--- src/hw/rtl/rws_pkg.sv ---
// Shared types and constants for the roulette wheel selector.
package rws_pkg;

   localparam int unsigned IDX_W    = 6;
   localparam int unsigned WEIGHT_W = 32;
   localparam int unsigned FRAC_W   = 16;
   localparam int unsigned TOTAL_W  = 38;
   localparam int unsigned TOT_LO_W = 32;
   localparam int unsigned TOT_HI_W = TOTAL_W - TOT_LO_W;
   localparam int unsigned PLO_W    = FRAC_W + TOT_LO_W;
   localparam int unsigned PHI_W    = FRAC_W + TOT_HI_W;
   localparam int unsigned PROD_W   = FRAC_W + TOTAL_W;
   localparam int unsigned REQ_DATA_W = 96;
   localparam int unsigned RSP_DATA_W = 8;

   localparam logic CMD_WRITE  = 1'b0;
   localparam logic CMD_SELECT = 1'b1;

   typedef enum logic [2:0] {
      ST_IDLE,
      ST_MUL,
      ST_SUM,
      ST_WALK,
      ST_RESULT
   } rws_state_type;

   typedef struct packed {
      logic capture;   // latch fraction and total of a select item
      logic write;     // store the weight of a write item
      logic mul;       // form partial products
      logic sum;       // form target, restart the walk
      logic walk;      // step through the table
      logic load_rsp;  // move the result into the output register
   } rws_cmd_type;

   typedef struct packed {
      logic walk_done; // entry matched or last entry compared
      logic rsp_free;  // output register can take a result
   } rws_status_type;

endpackage

--- src/hw/rtl/rws_ram.sv ---
// Generic single-write, single-read RAM with registered read data.
module rws_ram #(
   parameter int unsigned WIDTH = 32,
   parameter int unsigned DEPTH = 64
) (
   input  logic                     clock,
   input  logic                     wr_en,
   input  logic [$clog2(DEPTH)-1:0] wr_addr,
   input  logic [WIDTH-1:0]         wr_data,
   input  logic                     rd_en,
   input  logic [$clog2(DEPTH)-1:0] rd_addr,
   output logic [WIDTH-1:0]         rd_data_ff
);

   logic [WIDTH-1:0] mem [DEPTH];

   always_ff @(posedge clock) begin
      if (wr_en) begin
         mem[wr_addr] <= wr_data;
      end
      if (rd_en) begin
         rd_data_ff <= mem[rd_addr];
      end
   end

endmodule

--- src/hw/rtl/rws_ctrl.sv ---
// Controller state machine for the roulette wheel selector.
module rws_ctrl (
   input  logic                    clock,
   input  logic                    reset,
   input  logic                    req_tvalid,
   input  logic                    req_command,
   output logic                    req_tready,
   input  rws_pkg::rws_status_type status,
   output rws_pkg::rws_cmd_type    cmd
);

   import rws_pkg::*;

   rws_state_type state_ff;
   rws_state_type state_in;
   logic          accept;

   assign accept = req_tvalid && (state_ff == ST_IDLE);

   always_comb begin
      state_in = state_ff;
      unique case (state_ff)
         ST_IDLE: begin
            if (accept && (req_command == CMD_SELECT)) begin
               state_in = ST_MUL;
            end
         end
         ST_MUL:  state_in = ST_SUM;
         ST_SUM:  state_in = ST_WALK;
         ST_WALK: begin
            if (status.walk_done) begin
               state_in = ST_RESULT;
            end
         end
         ST_RESULT: begin
            if (status.rsp_free) begin
               state_in = ST_IDLE;
            end
         end
         default: state_in = ST_IDLE;
      endcase
   end

   always_comb begin
      cmd        = '0;
      req_tready = 1'b0;
      unique case (state_ff)
         ST_IDLE: begin
            req_tready  = 1'b1;
            cmd.capture = accept && (req_command == CMD_SELECT);
            cmd.write   = accept && (req_command == CMD_WRITE);
         end
         ST_MUL:    cmd.mul = 1'b1;
         ST_SUM:    cmd.sum = 1'b1;
         ST_WALK:   cmd.walk = 1'b1;
         ST_RESULT: cmd.load_rsp = status.rsp_free;
         default: begin
            cmd        = '0;
            req_tready = 1'b0;
         end
      endcase
   end

   always_ff @(posedge clock) begin
      if (reset) begin
         state_ff <= ST_IDLE;
      end else begin
         state_ff <= state_in;
      end
   end

endmodule

--- src/hw/rtl/rws_datapath.sv ---
// Datapath: target scaling, weight table walk and output register.
module rws_datapath #(
   parameter int unsigned POPULATION = 64
) (
   input  logic                              clock,
   input  logic                              reset,
   input  rws_pkg::rws_cmd_type              cmd,
   output rws_pkg::rws_status_type           status,
   input  logic [rws_pkg::IDX_W-1:0]         entry_index,
   input  logic [rws_pkg::WEIGHT_W-1:0]      weight,
   input  logic [rws_pkg::FRAC_W-1:0]        random_fraction,
   input  logic [rws_pkg::TOTAL_W-1:0]       total_weight,
   output logic                              rsp_valid,
   input  logic                              rsp_ready,
   output logic [rws_pkg::IDX_W-1:0]         chosen_index,
   output logic                              fell_through
);

   import rws_pkg::*;

   localparam int unsigned AW = $clog2(POPULATION);
   localparam logic [AW-1:0] LAST = AW'(POPULATION - 1);

   logic [FRAC_W-1:0]   frac_ff;
   logic [TOTAL_W-1:0]  total_ff;
   logic [PLO_W-1:0]    plo_ff;
   logic [PHI_W-1:0]    phi_ff;
   logic [PROD_W-1:0]   product;
   logic [TOTAL_W-1:0]  target_ff;
   logic [TOTAL_W-1:0]  target_in;
   logic [AW-1:0]       addr_ff;
   logic [AW-1:0]       addr_in;
   logic [AW-1:0]       cmp_idx_ff;
   logic                rd_valid_ff;
   logic                rd_valid_in;
   logic [WEIGHT_W-1:0] rd_data;
   logic [TOTAL_W-1:0]  entry_w;
   logic                hit;
   logic                last;
   logic                wr_ok;
   logic [IDX_W-1:0]    res_idx_ff;
   logic                res_fell_ff;
   logic                rsp_valid_ff;
   logic                rsp_valid_in;
   logic [IDX_W-1:0]    rsp_idx_ff;
   logic                rsp_fell_ff;

   // writes beyond the table are dropped
   assign wr_ok = cmd.write && (32'(entry_index) < 32'(POPULATION));

   rws_ram #(
      .WIDTH (WEIGHT_W),
      .DEPTH (POPULATION)
   ) u_table (
      .clock      (clock),
      .wr_en      (wr_ok),
      .wr_addr    (AW'(entry_index)),
      .wr_data    (weight),
      .rd_en      (cmd.walk),
      .rd_addr    (addr_ff),
      .rd_data_ff (rd_data)
   );

   // total split into 32 low and 6 high bits, summed the next cycle
   assign product = PROD_W'(plo_ff) + {phi_ff, {TOT_LO_W{1'b0}}};

   assign entry_w = TOTAL_W'(rd_data);
   assign hit     = rd_valid_ff && (target_ff < entry_w);
   assign last    = rd_valid_ff && (cmp_idx_ff == LAST);

   always_comb begin
      target_in   = target_ff;
      addr_in     = addr_ff;
      rd_valid_in = rd_valid_ff;
      if (cmd.sum) begin
         target_in   = product[PROD_W-1:FRAC_W];
         addr_in     = '0;
         rd_valid_in = 1'b0;
      end else if (cmd.walk) begin
         rd_valid_in = 1'b1;
         if (addr_ff != LAST) begin
            addr_in = addr_ff + AW'(1);
         end
         if (rd_valid_ff && !hit) begin
            target_in = target_ff - entry_w;
         end
      end
   end

   always_comb begin
      rsp_valid_in = rsp_valid_ff;
      if (rsp_valid_ff && rsp_ready) begin
         rsp_valid_in = 1'b0;
      end
      if (cmd.load_rsp) begin
         rsp_valid_in = 1'b1;
      end
   end

   always_ff @(posedge clock) begin
      if (cmd.capture) begin
         frac_ff  <= random_fraction;
         total_ff <= total_weight;
      end
      if (cmd.mul) begin
         plo_ff <= PLO_W'(frac_ff) * PLO_W'(total_ff[TOT_LO_W-1:0]);
         phi_ff <= PHI_W'(frac_ff) * PHI_W'(total_ff[TOTAL_W-1:TOT_LO_W]);
      end
      target_ff  <= target_in;
      addr_ff    <= addr_in;
      cmp_idx_ff <= addr_ff;
      if (cmd.walk && (hit || last)) begin
         res_idx_ff  <= IDX_W'(cmp_idx_ff);
         res_fell_ff <= !hit;
      end
      if (cmd.load_rsp) begin
         rsp_idx_ff  <= res_idx_ff;
         rsp_fell_ff <= res_fell_ff;
      end
   end

   always_ff @(posedge clock) begin
      if (reset) begin
         rd_valid_ff  <= 1'b0;
         rsp_valid_ff <= 1'b0;
      end else begin
         rd_valid_ff  <= rd_valid_in;
         rsp_valid_ff <= rsp_valid_in;
      end
   end

   assign status.walk_done = hit || last;
   assign status.rsp_free  = !rsp_valid_ff || rsp_ready;

   assign rsp_valid    = rsp_valid_ff;
   assign chosen_index = rsp_idx_ff;
   assign fell_through = rsp_fell_ff;

endmodule

--- src/hw/rtl/roulette_wheel_select.sv ---
// Roulette wheel selector top level: stream ports, controller and datapath.
//
// Input channel req_*: tuser is the command (write weight or select).
// A write stores weight at entry_index and gives no result. A select
// scales random_fraction by total_weight and walks the weight table,
// one entry per cycle, returning the first index whose weight exceeds
// the remaining target, or the last index with fell_through set.
// Result channel rsp_*: one item per select.
// The next item is taken only after a select's result has moved into the
// output register; req_tready is high only while the controller is idle.
// The walk rate is set by the single table read port (one entry a cycle,
// registered read data).
// Reset clears control state only; table entries are undefined until written.
// A stalled receiver holds the result in the output register; writes are
// still taken, and a following select waits at its end until the register
// empties.
module roulette_wheel_select #(
   parameter int unsigned POPULATION = 64
) (
   input  logic                              clock,
   input  logic                              reset,
   input  logic                              req_tvalid,
   output logic                              req_tready,
   // entry_index[5:0], weight[37:6], random_fraction[53:38],
   // total_weight[91:54], zero pad
   input  logic [rws_pkg::REQ_DATA_W-1:0]    req_tdata,
   // command[0]
   input  logic                              req_tuser,
   output logic                              rsp_tvalid,
   input  logic                              rsp_tready,
   // chosen_index[5:0], zero pad
   output logic [rws_pkg::RSP_DATA_W-1:0]    rsp_tdata,
   // fell_through[0]
   output logic                              rsp_tuser
);

   import rws_pkg::*;

   rws_cmd_type      cmd;
   rws_status_type   status;
   logic [IDX_W-1:0] chosen_index;

   rws_ctrl u_ctrl (
      .clock       (clock),
      .reset       (reset),
      .req_tvalid  (req_tvalid),
      .req_command (req_tuser),
      .req_tready  (req_tready),
      .status      (status),
      .cmd         (cmd)
   );

   rws_datapath #(
      .POPULATION (POPULATION)
   ) u_datapath (
      .clock           (clock),
      .reset           (reset),
      .cmd             (cmd),
      .status          (status),
      .entry_index     (req_tdata[5:0]),
      .weight          (req_tdata[37:6]),
      .random_fraction (req_tdata[53:38]),
      .total_weight    (req_tdata[91:54]),
      .rsp_valid       (rsp_tvalid),
      .rsp_ready       (rsp_tready),
      .chosen_index    (chosen_index),
      .fell_through    (rsp_tuser)
   );

   assign rsp_tdata = RSP_DATA_W'(chosen_index);

endmodule

--- config.mk ---
export PLATFORM = sky130hd
export DESIGN_NAME = roulette_wheel_select
export DESIGN_NICKNAME = d
export VERILOG_FILES = /design/src/hw/rtl/rws_pkg.sv /design/src/hw/rtl/rws_ram.sv /design/src/hw/rtl/rws_ctrl.sv /design/src/hw/rtl/rws_datapath.sv /design/src/hw/rtl/roulette_wheel_select.sv
export SDC_FILE = /design/constraint.sdc
export NUM_CORES = 2
export LEC_CHECK = 0
export ABC_CLOCK_PERIOD_IN_PS = 7400
export BUFFER_PORTS_ARGS = -buffer_cell sky130_fd_sc_hd__buf_2
export CAP_MARGIN = 5
export CORE_MARGIN = 8
export CORE_UTILIZATION = 60
export DETAILED_ROUTE_END_ITERATION = 10
export PLACE_DENSITY = 0.77
export SLEW_MARGIN = 20
export SYNTH_ARGS = -nofsm -noshare
export SYNTH_HDL_FRONTEND = slang
export SYNTH_SLANG_ARGS = --single-unit
--- constraint.sdc ---
create_clock -name clock -period 7.4 [get_ports clock]
set_input_delay 0.74 -clock clock [delete_from_list [all_inputs] [get_ports clock]]
set_output_delay 0.74 -clock clock [all_outputs]
set_load 0.005 [all_outputs]
-- Yosys cells after proc, flatten, opt, wreduce, memory -nomap -nowiden
Memory sizes are Yosys's and may differ from the RTL's. A register that Yosys moved wholly into a read port is not among the register bits.
Cells that the tools add are included.
- magnitude comparators: 1
- $add $sub $neg: 3
- $mul: 2
- bitwise logic cells: 1
- mux-type cells: 17
- reductions and logical operators: 20
- equality and inequality tests: 9
- operator list (cell ; count):
    $mux W38 ; 3
    $add A48 B54 Y54 ; 1
    $mul A16 B32 Y48 ; 1
    $lt A38 B32 Y1 ; 1
    $sub A38 B32 Y38 ; 1
    $mul A16 B6 Y22 ; 1
    $pmux W3 S5 ; 1
    $mux W1 ; 9
    $mux W3 ; 3
    $logic_and A1 B1 Y1 ; 8
    $add A6 B1 Y6 const B ; 1
    $eq A3 B2 Y1 const B ; 2
    $eq A6 B6 Y1 const B ; 1
    $ne A6 B6 Y1 const B ; 1
    $reduce_bool A2 Y1 ; 3
    $ne A2 B2 Y1 const B ; 2
    $reduce_and A2 Y1 ; 2
    $eq A3 B1 Y1 const B ; 1
    $eq A3 B3 Y1 const B ; 1
    $logic_not A3 Y1 ; 1
    $reduce_and A3 Y1 ; 1
    $logic_not A1 Y1 ; 2
    $logic_or A1 B1 Y1 ; 2
    $mux W2 ; 1
    other kinds (3) ; 3
- register bits after elaboration: 193
- memories kept: 1
- output and inout bits: 11
- logic and storage cells: 68
- bits of input ports: 101
- bits in writable memories: 2048
- memory list (memory ; depth ; bits a word ; rd ports ; clocked after Yosys merged registers in ; write ports ; line ; source):
    u_datapath.u_table.mem ; 64 ; 32 ; 1 ; 1 ; 1 ; rws_ram.sv:15 ; logic [WIDTH-1:0] mem [DEPTH];

-- Longest topological paths before layout
- word-level depth: 7
- mapped depth: 25
- gate-level depth less buffers: 23

-- Hierarchy
A second synthesis with hierarchy kept.
- cells, all modules: 6171
- area, all modules: 105801.5 µm²
- by module, submodules not included (module ; cells an instance ; instances ; area each (µm²) ; seq. area each (µm²)):
    rws_ram ; 3324 ; 1 ; 78835.6 ; 62459.9
    rws_datapath ; 2820 ; 1 ; 26743.1 ; 5084.9
    rws_ctrl ; 24 ; 1 ; 203.9 ; 60.1
    roulette_wheel_select ; 3 ; 1 ; 18.8 ; 0.0

-- Worst setup path after synthesis
Ideal clock, no wire load.
- kind: register to register
- from: register u_datapath.frac_ff[7]
- to: register u_datapath.plo_ff[45] (data pin)
- path slack: 0.938 ns
- arrival time: 6.203 ns
- data required time: 7.141 ns
- path buffers: 2
- stages on the path, launching flop included: 24
- library setup time: 0.259 ns
- clock period less this slack: 6.462 ns
- path through: edfxtp_1 -> clkbuf_1 -> clkbuf_1 -> nand2_1 -> fa_1 -> inv_1 -> fa_1 -> fa_1 -> fa_1 -> fa_1 -> inv_1 -> fa_1 -> inv_1 -> ha_1 -> a211oi_1 -> nor2_1 -> nor4_1 -> or4_4 -> a2111oi_4 -> nor2_1 -> o21ai_2 -> a21oi_1 -> a211o_1 -> xnor2_1
- cells in the longest elaborated chain, start to end: 1
- ends and longest elaborated chain (item ; line ; source):
    from (decl) ; rws_datapath.sv:24 ; logic [FRAC_W-1:0] frac_ff;
    from (signal assigned) ; rws_datapath.sv:102 ; frac_ff <= random_fraction;
    $mul A16 B32 Y48 ; rws_datapath.sv:106 ; plo_ff <= PLO_W'(frac_ff) * PLO_W'(total_ff[TOT_LO_W-1:0]);
    to (signal assigned) ; rws_datapath.sv:106 ;
    to (decl) ; rws_datapath.sv:26 ; logic [PLO_W-1:0] plo_ff;
No other way between the ends.
A chain may end at the register's enable or synchronous reset.

-- Worst setup path after layout
- from: register u_datapath.frac_ff[2]
- to: register u_datapath.plo_ff[45] (data pin)
The elaborated chain is that of the path after synthesis.

==> reports/results.tsv <==
metric	value	unit
placement.cell_area	109000	sq um
crit_top_cell	fa_1	
combPwrFrac	39.5	%
design_area	117000	sq um
ys_seq_elements	2257	
fillers	10900	
htree_num_levels	4	
r2r-end	u_datapath.plo_ff[45]$_DFFE_PP_	
ant_nets	0	
synth.most_common_cell	edfxtp_1	
maxSlewViolCount	0	
finalPower	43.6	mW
hpwlAfterDp	146000	um
drive_gt1_share	21.7	%
grt_overflow	0	
cp-start-kind	register	
timing.hold.ws	0.0824	ns
core	174000	sq um
peakVddDrop	0.869	mV
min_period	7.05	ns
dpl.cell_count	8089	
drt-total-wl	268000	um
numCtsBuffers	213	
area_growth	10.8	%
gp_congestion	0.854	
cts_root_buf	clkbuf_16	
wl_per_cell	31.5	um
ys_types	74	
holdPathEnd	u_datapath.rsp_valid$_SDFFE_PP0P_	
finalCritPeriodShare	95.2	%
grt_pass1_vias	57900	
io-pin-count	112	
grt_pass1_wl	393000	um
fmax	0.142	GHz
dieArea	189000	sq um
cp_data_required_time	8.00	ns
p_leak	39.6	nW
clkTransAtPathRegs	0.06	ns
seq_power_share	34.9	%
synth_commonest_cells	2240 x edfxtp_1, 672 x mux4_2, 552 x inv_1	
synthCells	5795	
worst_slew_pin_slew	1.16	ns
clk_latency	0.86	ns
clockPowerShare	25.6	%
final_cells	8503	
via_per_inst	6.58	
critPathMaxStageDelay	0.61	ns
intPower	28.6	mW
io_buffers	105	
synth_edf_count	2240	
swShare	34.5	%
skew	0.0679	ns
yosys_warnings	0	
synth_area_leaders	edfxtp_1 64%, mux4_2 14%, fa_1 9.0%	
synthArstFlopShare	0	%
hold_depth	2	
grt_usage	28.2	%
antenna_found_initial	27	
crit_chain	buf_4 -> nand2_1 -> fa_1 -> fa_1 -> fa_1 -> fa_1 -> inv_1 -> fa_1 -> inv_1 -> fa_1 -> inv_1 -> ha_1 -> o211ai_1 -> a211oi_1 -> o211ai_4 -> a2111oi_4 -> nor2_1 -> o21ai_2 -> a21oi_1 -> a211o_1 -> xnor2_1	
core.rowCount	153	
synth_top_area_share	63.9	%
cap_viol_max_count	0	
seq_area_frac_synth	64.2	%
cp_max_fo	18	
tritoncts	done	
timing.rr.start	u_datapath.frac_ff[2]$_DFFE_PP_	
die_y	435	um
start_util	60.5	%
dieWidth	435	um
clock-sinks	2257	
critPathArrivalTime	7.65	ns
hold_viol	0	
first_pass_iters	5	
synth.avg_cell_area	18.2	sq um
switchingPower	15.0	mW
slew_headroom	22.5	%
reg2reg_depth	21	
grt_max_degree	125	
outcome	finished clean	
synth_top_area_cell	edfxtp_1	
mappedNetlistArea	105000	sq um
min_path_type	in2reg	
ys.flop_type	edfxtp_1	
clock_path_buffers	3	
remaining_drc_errors	0	
reg2reg_slack	0.35	ns
crit_type	reg2reg	
rsz0062_at_grt	no	
vias	55900	
cts_resized	0	
finalNetCount	6765	
crit_path_end_kind	register	
cp_slowest_cell	edfxtp_1	
finalSetupTns	0	ns
drtIter0Drc	6544	
powerDensity	374	nW/um^2
setup_violations	0	
hp-start	reset	
-- repair_timing --
action,in CTS,in global routing
setup endpoints to repair,0,2
hold endpoints to repair,9,0
hold buffers,9,0
buffers inserted,0,2
-- routing by layer --
layer / routed length, um / global-route usage (%) / vias up
met5: 79 / 0 / -
met4: 11700 / 11.0 / 12
met3: 27200 / 6.18 / 658
met2: 133000 / 46.7 / 3542
met1: 95400 / 37.1 / 29500
li1: - / - / 22200
-- cell type report --
type,count,area [sq um],area share (%)
diodes,9,22.5,0.0193
clock inverters,146,1550,1.33
clock buffers,246,5520,4.73
multi-input cells,2708,35000,30.0
well taps,2325,2910,2.49
flip-flops and latches,2257,67600,58.0
inverters,552,2070,1.78
repair buffers,260,1920,1.65
-- cell usage in the layout, fill, tap and decap left out, drive strengths merged, types with 13 or more instances in the layout --
master / count
a211oi: 18
a21o: 32
a21oi: 82
a31oi: 13
and2: 230
buf: 251
bufinv: 26
clkbuf: 246
clkinv: 106
dfxtp: 17
edfxtp: 2240
fa: 476
ha: 196
inv: 558
mux4: 672
nand2: 456
nand2b: 16
nand3: 34
nand4: 15
nor2: 156
nor3: 26
o21a: 18
o21ai: 66
xnor2: 59
xor2: 36
-- logic make-up (layout without fill, tap and decap cells) --
group / after synthesis / in the layout / synth area share, %
AOI/OAI and AO/OA: 281 / 281 / 1.80
adders and majority gates: 672 / 672 / 11.4
buffers and inverters: 831 / 1204 / 3.03
and+or+nand+nor: 981 / 981 / 4.39
other: 1 / 11 / 0.00356
xor gates and xnor gates: 95 / 95 / 0.790
DFF: 2257 / 2257 / 64.2
muxes: 677 / 677 / 14.4
-- sequential cells by signal, summed over array words and instances, names as in the netlist, 16 cells and up --
register and cells:
u_datapath.phi_ff 22, u_datapath.u_table.mem 2048, u_datapath.plo_ff 32, u_datapath.u_table.rd_data_ff 32
u_datapath.total_ff 38, u_datapath.target_ff 38, u_datapath.frac_ff 16
-- power groups by stage --
stage | Combinational [mW] | Sequential (mW) | Clock, mW
after floorplan | 12.7 | 15.3 | 0
after global placement | 17.0 | 15.5 | 0
after detailed placement | 17.1 | 15.5 | 0
after CTS | 17.4 | 15.2 | 11.3
after global routing | 19.2 | 15.2 | 11.7
final | 17.2 | 15.2 | 11.2
-- per-stage QoR --
step / utilization (%) / setup slack [ns]
6_report: 67.0 / 0.352
5_1_grt: 67.0 / 0.0591
4_1_cts: 66.9 / 0.261
3_5_place_dp: 62.8 / 0.308
3_3_place_gp: 62.8 / 0.308
2_1_floorplan: - / 0.938
-- critical path: cells and delay by family, from the launching register on --
kind | cells | cell delay [ns]
buffers and inverters | 4 | 0.49
and+or+nand+nor | 2 | 0.26
adders and majority gates | 7 | 3.38
DFF | 1 | 0.61
AOI/OAI and AO/OA | 7 | 1.95
xor gates and xnor gates | 1 | 0.13
-- worst max-delay path by stage --
stage                                      end  cells after the start  slack [ns]                            start
2_1_floorplan  u_datapath.plo_ff[45]$_DFFE_PP_                     23        0.94  u_datapath.frac_ff[7]$_DFFE_PP_
3_5_place_dp   u_datapath.plo_ff[45]$_DFFE_PP_                     21        0.31  u_datapath.frac_ff[1]$_DFFE_PP_
5_1_grt        u_datapath.plo_ff[46]$_DFFE_PP_                     23        0.06  u_datapath.frac_ff[7]$_DFFE_PP_
4_1_cts        u_datapath.plo_ff[45]$_DFFE_PP_                     21        0.26  u_datapath.frac_ff[1]$_DFFE_PP_
6_report       u_datapath.plo_ff[45]$_DFFE_PP_                     21        0.35  u_datapath.frac_ff[2]$_DFFE_PP_
3_3_place_gp   u_datapath.plo_ff[45]$_DFFE_PP_                     21        0.31  u_datapath.frac_ff[1]$_DFFE_PP_
No activity file was read; power rests on OpenSTA's default activity.
